--- config.mk ---
export PLATFORM = sky130hd
export DESIGN_NAME = circular_deque_core
export DESIGN_NICKNAME = d
export VERILOG_FILES = /design/src/rtl/cdq_pkg.sv /design/src/rtl/cdq_ram.sv /design/src/rtl/cdq_datapath.sv /design/src/rtl/cdq_ctrl.sv /design/src/rtl/circular_deque_core.sv
export SDC_FILE = /design/constraint.sdc
export NUM_CORES = 1
export LEC_CHECK = 0
export BUFFER_PORTS_ARGS = -buffer_cell sky130_fd_sc_hd__buf_2
export CAP_MARGIN = 20
export CORE_MARGIN = 3
export CORE_UTILIZATION = 35
export DETAILED_ROUTE_END_ITERATION = 16
export PLACE_DENSITY = 0.52
export SLEW_MARGIN = 20
export SYNTH_ARGS = -nofsm -noshare
export SYNTH_HDL_FRONTEND = slang
export SYNTH_SLANG_ARGS = --single-unit
--- constraint.sdc ---
create_clock -name clock -period 6.18 [get_ports clock]
set_input_delay 0.309 -clock clock [delete_from_list [all_inputs] [get_ports clock]]
set_output_delay 0.309 -clock clock [all_outputs]
set_load 0.02 [all_outputs]
--- src/rtl/cdq_pkg.sv ---
// Package for the circular deque: codes, state and control types, sizes.
`timescale 1ns / 1ps
package cdq_pkg;

   localparam int DEFAULT_DEPTH = 16;
   localparam int VALUE_W       = 32;
   localparam int ACTION_W      = 2;
   localparam int STATUS_W      = 2;
   localparam int OCC_W         = 5;
   localparam int REQ_TDATA_W   = 32;
   localparam int RSP_TDATA_W   = 40;

   typedef enum logic [ACTION_W-1:0] {
      ACT_PUSH_FRONT = 2'd0,
      ACT_PUSH_REAR  = 2'd1,
      ACT_POP_FRONT  = 2'd2,
      ACT_POP_REAR   = 2'd3
   } action_type;

   typedef enum logic [STATUS_W-1:0] {
      ST_OK    = 2'd0,
      ST_FULL  = 2'd1,
      ST_EMPTY = 2'd2
   } status_type;

   typedef enum logic [1:0] {
      S_IDLE,
      S_EXEC,
      S_READ,
      S_DONE
   } state_type;

   typedef struct packed {
      logic load_req;
      logic commit;
      logic capture_read;
      logic load_out;
   } cmd_type;

   typedef struct packed {
      logic pop_ok;
   } stat_type;

endpackage

--- src/rtl/cdq_ram.sv ---
// Generic single-write, single-read RAM with registered read data.
`timescale 1ns / 1ps
module cdq_ram #(
   parameter int WIDTH = 32,
   parameter int DEPTH = 16
) (
   input  logic                     clock,
   input  logic                     wr_en,
   input  logic [$clog2(DEPTH)-1:0] wr_addr,
   input  logic [WIDTH-1:0]         wr_data,
   input  logic [$clog2(DEPTH)-1:0] rd_addr,
   output logic [WIDTH-1:0]         rd_data
);
   logic [WIDTH-1:0] mem [DEPTH];
   logic [WIDTH-1:0] rd_data_ff;

   always_ff @(posedge clock) begin
      if (wr_en) begin
         mem[wr_addr] <= wr_data;
      end
      rd_data_ff <= mem[rd_addr];
   end

   assign rd_data = rd_data_ff;
endmodule

--- src/rtl/cdq_datapath.sv ---
// Deque datapath: indices, entry count, ring store and result register.
`timescale 1ns / 1ps
module cdq_datapath #(
   parameter int DEPTH = cdq_pkg::DEFAULT_DEPTH
) (
   input  logic                                clock,
   input  logic                                reset,
   input  cdq_pkg::cmd_type                    cmd,
   output cdq_pkg::stat_type                   stat,
   input  cdq_pkg::action_type                 req_action,
   input  logic signed [cdq_pkg::VALUE_W-1:0]  req_push_value,
   output logic signed [cdq_pkg::VALUE_W-1:0]  rsp_pop_value,
   output cdq_pkg::status_type                 rsp_status,
   output logic [cdq_pkg::OCC_W-1:0]           rsp_occupancy
);
   import cdq_pkg::*;

   localparam int IDX_W = $clog2(DEPTH);
   localparam int CNT_W = $clog2(DEPTH + 1);
   localparam logic [IDX_W-1:0] LAST_IDX = IDX_W'(DEPTH - 1);
   localparam logic [CNT_W-1:0] FULL_CNT = CNT_W'(DEPTH);

   action_type               action_ff, action_in;
   logic signed [VALUE_W-1:0] value_ff, value_in;
   logic [IDX_W-1:0]         front_ff, front_in;
   logic [IDX_W-1:0]         rear_ff, rear_in;
   logic [CNT_W-1:0]         count_ff, count_in;
   status_type               status_ff, status_in;
   logic signed [VALUE_W-1:0] popval_ff, popval_in;
   logic signed [VALUE_W-1:0] out_value_ff, out_value_in;
   status_type               out_status_ff, out_status_in;
   logic [OCC_W-1:0]         out_occ_ff, out_occ_in;

   logic                     wr_en;
   logic [IDX_W-1:0]         wr_addr;
   logic [IDX_W-1:0]         rd_addr;
   logic [VALUE_W-1:0]       rd_data;
   logic                     is_empty;
   logic                     is_full;
   logic                     is_pop;

   function automatic logic [IDX_W-1:0] step_up(input logic [IDX_W-1:0] idx);
      return (idx == LAST_IDX) ? '0 : idx + 1'b1;
   endfunction

   function automatic logic [IDX_W-1:0] step_down(input logic [IDX_W-1:0] idx);
      return (idx == '0) ? LAST_IDX : idx - 1'b1;
   endfunction

   assign is_empty = (count_ff == '0);
   assign is_full  = (count_ff == FULL_CNT);
   assign is_pop   = action_ff[1];
   assign rd_addr  = (action_ff == ACT_POP_FRONT) ? front_ff : rear_ff;
   assign stat.pop_ok = is_pop && !is_empty;

   always_comb begin
      action_in     = action_ff;
      value_in      = value_ff;
      front_in      = front_ff;
      rear_in       = rear_ff;
      count_in      = count_ff;
      status_in     = status_ff;
      popval_in     = popval_ff;
      out_value_in  = out_value_ff;
      out_status_in = out_status_ff;
      out_occ_in    = out_occ_ff;
      wr_en         = 1'b0;
      wr_addr       = '0;

      if (cmd.load_req) begin
         action_in = req_action;
         value_in  = req_push_value;
      end

      if (cmd.commit) begin
         popval_in = '0;
         status_in = ST_OK;
         if (!is_pop) begin
            if (is_full) begin
               status_in = ST_FULL;
            end else begin
               wr_en    = 1'b1;
               count_in = count_ff + 1'b1;
               if (is_empty) begin
                  front_in = '0;
                  rear_in  = '0;
                  wr_addr  = '0;
               end else if (action_ff == ACT_PUSH_FRONT) begin
                  front_in = step_down(front_ff);
                  wr_addr  = step_down(front_ff);
               end else begin
                  rear_in = step_up(rear_ff);
                  wr_addr = step_up(rear_ff);
               end
            end
         end else if (is_empty) begin
            status_in = ST_EMPTY;
         end else begin
            count_in = count_ff - 1'b1;
            if (count_ff == CNT_W'(1)) begin
               // last entry leaves: both ends return to the origin
               front_in = '0;
               rear_in  = '0;
            end else if (action_ff == ACT_POP_FRONT) begin
               front_in = step_up(front_ff);
            end else begin
               rear_in = step_down(rear_ff);
            end
         end
      end

      if (cmd.capture_read) begin
         popval_in = rd_data;
      end

      if (cmd.load_out) begin
         out_value_in  = popval_ff;
         out_status_in = status_ff;
         out_occ_in    = OCC_W'(count_ff);
      end
   end

   always_ff @(posedge clock) begin
      if (reset) begin
         front_ff <= '0;
         rear_ff  <= '0;
         count_ff <= '0;
      end else begin
         front_ff <= front_in;
         rear_ff  <= rear_in;
         count_ff <= count_in;
      end
   end

   always_ff @(posedge clock) begin
      action_ff     <= action_in;
      value_ff      <= value_in;
      status_ff     <= status_in;
      popval_ff     <= popval_in;
      out_value_ff  <= out_value_in;
      out_status_ff <= out_status_in;
      out_occ_ff    <= out_occ_in;
   end

   cdq_ram #(
      .WIDTH(VALUE_W),
      .DEPTH(DEPTH)
   ) u_ram (
      .clock  (clock),
      .wr_en  (wr_en),
      .wr_addr(wr_addr),
      .wr_data(value_ff),
      .rd_addr(rd_addr),
      .rd_data(rd_data)
   );

   assign rsp_pop_value = out_value_ff;
   assign rsp_status    = out_status_ff;
   assign rsp_occupancy = out_occ_ff;
endmodule

--- src/rtl/cdq_ctrl.sv ---
// Deque controller: request sequencing and result handshake.
`timescale 1ns / 1ps
module cdq_ctrl (
   input  logic              clock,
   input  logic              reset,
   input  logic              req_valid,
   output logic              req_ready,
   output logic              rsp_valid,
   input  logic              rsp_ready,
   input  cdq_pkg::stat_type stat,
   output cdq_pkg::cmd_type  cmd
);
   import cdq_pkg::*;

   state_type state_ff, state_in;
   logic      rsp_valid_ff, rsp_valid_in;
   logic      out_free;

   // the result slot opens when empty or being taken this cycle
   assign out_free = !rsp_valid_ff || rsp_ready;

   always_comb begin
      state_in = state_ff;
      unique case (state_ff)
         S_IDLE: begin
            if (req_valid) state_in = S_EXEC;
         end
         S_EXEC: begin
            state_in = stat.pop_ok ? S_READ : S_DONE;
         end
         S_READ: begin
            state_in = S_DONE;
         end
         S_DONE: begin
            if (out_free) state_in = S_IDLE;
         end
         default: state_in = S_IDLE;
      endcase
   end

   always_comb begin
      cmd = '0;
      req_ready = 1'b0;
      unique case (state_ff)
         S_IDLE: begin
            req_ready    = 1'b1;
            cmd.load_req = req_valid;
         end
         S_EXEC: begin
            cmd.commit = 1'b1;
         end
         S_READ: begin
            cmd.capture_read = 1'b1;
         end
         S_DONE: begin
            cmd.load_out = out_free;
         end
         default: cmd = '0;
      endcase
   end

   always_comb begin
      if (cmd.load_out) begin
         rsp_valid_in = 1'b1;
      end else if (rsp_ready) begin
         rsp_valid_in = 1'b0;
      end else begin
         rsp_valid_in = rsp_valid_ff;
      end
   end

   always_ff @(posedge clock) begin
      if (reset) begin
         state_ff     <= S_IDLE;
         rsp_valid_ff <= 1'b0;
      end else begin
         state_ff     <= state_in;
         rsp_valid_ff <= rsp_valid_in;
      end
   end

   assign rsp_valid = rsp_valid_ff;
endmodule

--- src/rtl/circular_deque_core.sv ---
// Top level of the circular double-ended queue.
`timescale 1ns / 1ps
// Fixed-depth double-ended queue held in a ring of DEPTH 32-bit words. Each request
// pushes at the front or rear, or pops from the front or rear, and yields one
// result: the popped value (zero otherwise), a status (ok, full, empty) and the
// occupancy after the action. A refused push or pop leaves the contents unchanged.
// The controller handles one request at a time, going from idle through execute to
// done; a successful pop also passes a read state, as the ring store has a registered
// read port. The result goes valid once the done state loads the output register.
// The next request is taken while the previous result still waits in the output
// register. A result that is held back stalls the following request only in its
// done state, until the output register is free. No clearing pass runs after reset.
module circular_deque_core #(
   parameter int DEPTH = cdq_pkg::DEFAULT_DEPTH
) (
   input  logic                             clock,
   input  logic                             reset,
   input  logic                             req_tvalid,
   output logic                             req_tready,
   input  logic [cdq_pkg::REQ_TDATA_W-1:0]  req_tdata,  // [31:0] push_value
   input  logic [cdq_pkg::ACTION_W-1:0]     req_tuser,  // [1:0] action
   output logic                             rsp_tvalid,
   input  logic                             rsp_tready,
   output logic [cdq_pkg::RSP_TDATA_W-1:0]  rsp_tdata,  // [31:0] pop_value, [36:32] occupancy
   output logic [cdq_pkg::STATUS_W-1:0]     rsp_tuser   // [1:0] status
);
   import cdq_pkg::*;

   cmd_type                   cmd;
   stat_type                  stat;
   logic signed [VALUE_W-1:0] pop_value;
   status_type                status;
   logic [OCC_W-1:0]          occupancy;

   cdq_ctrl u_ctrl (
      .clock    (clock),
      .reset    (reset),
      .req_valid(req_tvalid),
      .req_ready(req_tready),
      .rsp_valid(rsp_tvalid),
      .rsp_ready(rsp_tready),
      .stat     (stat),
      .cmd      (cmd)
   );

   cdq_datapath #(
      .DEPTH(DEPTH)
   ) u_datapath (
      .clock         (clock),
      .reset         (reset),
      .cmd           (cmd),
      .stat          (stat),
      .req_action    (action_type'(req_tuser)),
      .req_push_value(req_tdata[VALUE_W-1:0]),
      .rsp_pop_value (pop_value),
      .rsp_status    (status),
      .rsp_occupancy (occupancy)
   );

   assign rsp_tdata = {(RSP_TDATA_W - VALUE_W - OCC_W)'(0), occupancy, pop_value};
   assign rsp_tuser = status;
endmodule

==> flow_summary.yaml, run 1 <==
status:
  status: "finished, final reports clean"
clock_network:
  htreeDepth: 3
  hold_buffers: 34
  root_buffer: "clkbuf_16"
  postCtsSetupBuffers: 0
  cts.sinks: 667
  clk_latency_ns: 0.62
  clk_path_buf_depth: 3
  cts_resized: 0
  worst_setup_hold_path_clk_slew_ns: 0.06
  cts_tree: "yes"
  numCtsBuffers: 75
sta:
  tightest_slew_ns: 1.09
  slew_headroom_pct: 26.8
  setup_viol_count_final: 0
  max_freq_mhz: 242
  rsz0062_at_grt: "no"
  finalClockSkew_ns: 0.0185
  fin_crit_sh_pct: 67.0
  setup_ws_ns: 2.04
  tns_ns: 0
  period_needed_ns: 4.14
  hold_violations: 0
  slew_viol_final: 0
synth:
  ys_seq_elements: 667
  yosys_most_used_dff: "edfxtp_1"
  synthArstFlopShare_pct: 0
  synth_cell_types: 63
  syn-instance-count: 1626
  synth_top_family_by_area: "compound AO/OA/AOI/OAI gates"
  yosysSeqAreaShare_pct: 74.0
  syn_area_per_cell_um2: 16.2
  synth_compound_area_share_pct: 9.33
  synthAdderAreaFrac_pct: 0.569
  synth.area.mux_share_pct: 8.55
  yosys.area_share.simple_pct: 3.95
  synthXorXnorAreaFrac_pct: 0.265
  synthesis.area_um2: 26400
  ys_warn_count: 0
  synth_edf_count: 619
power:
  power.internal_uw: 9420
  p_clk_share_pct: 32.0
  p_switching_uw: 4160
  swShare_pct: 30.6
  pwr-share-comb_pct: 22.8
  totalPowerFinal_uw: 13600
  seqPwrFrac_pct: 45.3
  power.leakage_uw: 0.0111
  peakVddDrop_v: 0.000277
  power_density_nw_per_um2: 442
worst_setup_path:
  path_buf_inv: 1
  path_delay_family: "simple AND/OR/NAND/NOR gates"
  critPathSlowestCell: "a2111oi_0"
  cp.required_ns: 6.72
  cp-end-kind: "register"
  startpoint_type: "register"
  critPathMaxFanout: 49
  cp.arrival_ns: 4.68
  critPathKind: "register to register"
  critical_path.cell_chain: "nand2b_4 -> buf_4 -> nand3_1 -> nand2_2 -> a2111oi_0 -> a22o_1"
  rr_worst_depth: 6
  cpPeakStageDelay_ns: 1.01
  cp.depth: 6
floorplan:
  design.core.area_um2: 74600
  die-area_um2: 78800
  row_count: 100
  start_util_pct: 35.4
  die_y_um: 281
  fp.dieW_um: 281
  boundaryPins: 82
placed_design:
  hpwl_mm: 35.3
  post_dp_cell_area_um2: 28000
  placed_cells: 2602
  place_ws_ns: 2.16
  io_buffers: 78
  gp_congestion: 0.820
final_layout:
  area_delta_synth_final_pct: 16.3
  antenna_cells: 0
  final_common_cell: "edfxtp_1"
  final_cell_mix: "619 x edfxtp_1, 221 x mux2i_1, 117 x a211oi_1"
  instances_no_fill: 2775
  drive_gt1_share_pct: 15.1
  fin_area_um2: 30700
  nets: 1794
global_routing:
  grt_pass1_vias: 14800
  grt_pass1_wl_mm: 95.1
  antenna_found_initial: 0
  grt_start_max_net_pins: 77
  grt.total_usage_pct: 16.2
  overflow: 0
routing:
  wirelength_mm: 64.0
  via_count: 14600
  highest_layer: "met4"
  wire_per_inst_um: 23.1
  drc_errors: 0
  viasPerCell: 5.25
  route.met2.wl_mm: 28.9
  dr_wl_met3_mm: 3.13
  firstDrtPassIters: 7
  drtIter0Drc: 1124
  met1_length_mm: 30.0
  ant_nets: 0
job:
  maxCapViolCount: 0
min_path:
  holdPathStages: 2
  worstHoldPathType: "input pin to register"
metal layers:
layer  global-route usage (%)  up-vias
li1                         -     6643
met1                     23.0     7403
met2                     25.1      402
met3                     3.16      116
met4                     5.53        0
met5                        0        -
state kept, by name (all words and copies together), names as in the netlist:
name / count
u_datapath.count_ff: 5
u_datapath.rear_ff: 4
u_ctrl.state_ff: 2
u_datapath.rsp_occupancy: 5
u_datapath.u_ram.mem: 512
u_ctrl.rsp_valid: 1
u_datapath.action_ff: 2
u_datapath.rsp_pop_value: 32
u_datapath.value_ff: 32
u_datapath.status_ff: 2
u_datapath.u_ram.rd_data: 32
u_datapath.front_ff: 4
u_datapath.rsp_status: 2
u_datapath.popval_ff: 32
cell usage after synthesis, types with 3 or more instances:
cell	count	area, um^2
edfxtp_1	619	18600
mux2i_1	222	2220
a211oi_1	117	878
nor2_1	87	327
inv_1	72	270
o221ai_1	65	569
buf_2	49	245
dfxtp_1	48	961
clkbuf_1	40	150
and2_1	36	225
nand2_1	34	128
a22o_1	31	272
nor3_1	27	135
a2111oi_0	25	219
a21oi_1	13	65.1
buf_4	13	97.6
ha_1	12	150
o21ai_0	12	60.1
a31oi_1	10	62.6
a221oi_1	9	78.8
and3_1	7	43.8
nand3_1	6	30.0
xor2_1	6	52.6
buf_1	4	15.0
nor2b_1	4	25.0
o21bai_1	4	30.0
a21o_1	3	22.5
a31oi_2	3	37.5
buf_12	3	60.1
buf_6	3	33.8
nor3b_1	3	22.5
final timing paths:
kind	startpoint	endpoint	slack [ns]
setup reg to reg	u_datapath.action_ff[1]$_DFFE_PP_	u_datapath.u_ram.rd_data[13]$_DFF_P_	2.04
hold reg to reg	u_datapath.popval_ff[21]$_SDFFCE_PP0P_	u_datapath.rsp_pop_value[21]$_DFFE_PP_	0.42
hold / removal	reset	u_ctrl.state_ff[1]$_SDFFE_PP0P_	0.06
setup / recovery	u_datapath.action_ff[1]$_DFFE_PP_	u_datapath.u_ram.rd_data[13]$_DFF_P_	2.04
kinds of logic (layout without fill, tap and decap cells):
kind of cell / after synthesis / after routing
muxes: 225 / 225
and+or+nand+nor: 217 / 217
AOI/OAI and AO/OA: 312 / 312
xor gates and xnor gates: 8 / 8
adders and majority gates: 12 / 12
buffers and inverters: 184 / 362
other: 1 / 3
DFF: 667 / 667
power groups by stage:
stage	clock network, uW	logic [uW]	registers, uW
final	4340	3090	6150
after global routing	4660	3370	6220
after CTS	4470	3150	6160
after detailed placement	0	3120	6240
after global placement	0	3080	6230
after floorplan	0	2220	6010
final cells by class:
type	instances	area [um^2]
tap	969	1210
timing repair buffer	151	1040
clock buffer	102	2100
fill	6714	43900
sequential	667	19600
inverter	72	270
multi-input combinational	777	6220
clock inverter	37	320
through the flow:
step	utilization (%)	hold WS, ns
floorplan	-	0.382
global placement	37.5	0.406
detailed placement	37.5	0.405
CTS	41.2	0.0274
global route	41.2	0.0582
finish	41.2	0.0607
(Power assumes the default switching activity.)
==> run 2: changes to the inputs <==
- PLACE_DENSITY: 0.52 -> 0.54
- clock period: 6.18 -> 3.8 ns (I/O delays scaled with it)
==> flow_summary.yaml, run 2 (same netlist as run 1, synthesis figures left out) <==
status:
  status: "finished, final reports clean"
placed_design:
  hpwl_mm: 35.4
  gp_congestion: 0.835
  place_ws_ns: 0.428
  placed_cells: 2634
  post_dp_cell_area_um2: 28300
  io_buffers: 78
routing:
  wirelength_mm: 63.7
  ant_nets: 0
  firstDrtPassIters: 6
  via_count: 14600
  drtIter0Drc: 1080
  drc_errors: 0
  wire_per_inst_um: 22.7
  viasPerCell: 5.20
clock_network:
  root_buffer: "clkbuf_16"
  numCtsBuffers: 71
  cts_tree: "yes"
  cts.sinks: 667
  htreeDepth: 3
  worst_setup_hold_path_clk_slew_ns: 0.06
  clk_path_buf_depth: 3
  clk_latency_ns: 0.63
  postCtsSetupBuffers: 0
sta:
  period_needed_ns: 3.38
  max_freq_mhz: 296
  rsz0062_at_grt: "no"
  tns_ns: 0
  slew_viol_final: 0
  fin_crit_sh_pct: 89.0
  hold_violations: 0
  tightest_slew_ns: 0.931
  setup_ws_ns: 0.419
  setup_viol_count_final: 0
  slew_headroom_pct: 37.7
  finalClockSkew_ns: 0.0230
power:
  peakVddDrop_v: 0.000324
  power.leakage_uw: 0.0113
  power_density_nw_per_um2: 715
  totalPowerFinal_uw: 22100
final_layout:
  final_cell_mix: "619 x edfxtp_1, 221 x mux2i_1, 117 x a211oi_1"
  fin_area_um2: 31000
  final_common_cell: "edfxtp_1"
  largest_register_ffs: 512
  fill_cells: 6720
  drive_gt1_share_pct: 16.1
  nets: 1825
  area_delta_synth_final_pct: 17.4
  antenna_cells: 0
  regArea_um2: 19600
  instances_no_fill: 2803
  multi_input_area_um2: 6200
  top_register: "u_datapath.u_ram.mem"
global_routing:
  antenna_found_initial: 1
  grt_start_max_net_pins: 56
  overflow: 0
  grt_pass1_wl_mm: 94.9
  grt_pass1_vias: 14700
  grt.total_usage_pct: 16.2
floorplan:
  die-area_um2: 78800
  die_y_um: 281
  row_count: 100
  start_util_pct: 35.4
  fp.dieW_um: 281
  design.core.area_um2: 74600
  boundaryPins: 82
worst_setup_path:
  cp.required_ns: 4.10
  cp.arrival_ns: 3.68
  critPathMaxFanout: 22
  critPathKind: "register to register"
  rr_worst_depth: 8
  cp-end-kind: "register"
  startpoint_type: "register"
min_path:
  worstHoldPathType: "input pin to register"
  holdPathStages: 4
job:
  maxCapViolCount: 0
## run 2: power by group
part / switching [uW] / internal [uW]
sequential: 604 / 9270
clock: 2880 / 3990
combinational: 3320 / 2090
total: 6810 / 15300
## run 2: final cells by class
class	instances	share of cell area [%]
well taps	969	3.91
clock inverters	35	1.10
clock buffers	97	6.41
repair buffers	186	4.62
multi-input cells	777	20.0
flip-flops and latches	667	63.1
inverters	72	0.872
## run 2: stage by stage
step           utilization [%]  hold WS, ns
6_report                  41.6       0.0775
5_1_grt                   41.6        0.117
4_1_cts                   41.6       0.0478
3_5_place_dp              37.9        0.372
3_3_place_gp              37.9        0.369
2_1_floorplan                -        0.263
## run 2: per-layer routing
metal / vias up / routed length [um] / global-route usage (%)
li1: 6719 / - / -
met1: 7408 / 29100 / 22.1
met2: 369 / 29400 / 25.8
met3: 88 / 3880 / 3.94
met4: 0 / 1320 / 4.77
met5: - / 0 / 0
## run 2: what timing repair did
| action | 4_1_cts | 5_1_grt |
|---|---|---|
| endpoints found under the hold margin | 47 | 0 |
| endpoints found under the setup margin | 0 | 0 |
| gates resized for setup | 0 | 0 |
| hold buffers | 37 | 0 |
## run 2: worst paths after layout
| path | start | end | slack, ns |
|---|---|---|---|
| max | u_datapath.rear_ff[1]$_SDFFE_PP0P_ | u_datapath.u_ram.mem[12][17]$_DFFE_PP_ | 0.42 |
| min | req_tvalid | u_ctrl.state_ff[1]$_SDFFE_PP0P_ | 0.08 |
| max reg2reg | u_datapath.rear_ff[1]$_SDFFE_PP0P_ | u_datapath.u_ram.mem[12][17]$_DFFE_PP_ | 0.42 |
| min reg2reg | u_datapath.popval_ff[29]$_SDFFCE_PP0P_ | u_datapath.rsp_pop_value[29]$_DFFE_PP_ | 0.42 |
## run 2: critical path: stages (launching register included)
cell	delay [ns]
dfxtp_1	0.53
inv_1	0.16
ha_1	0.33
o21ai_0	0.09
o21ai_0	0.20
a2111oi_0	0.43
o211ai_1	0.42
nor2_4	0.58
buf_12	0.29
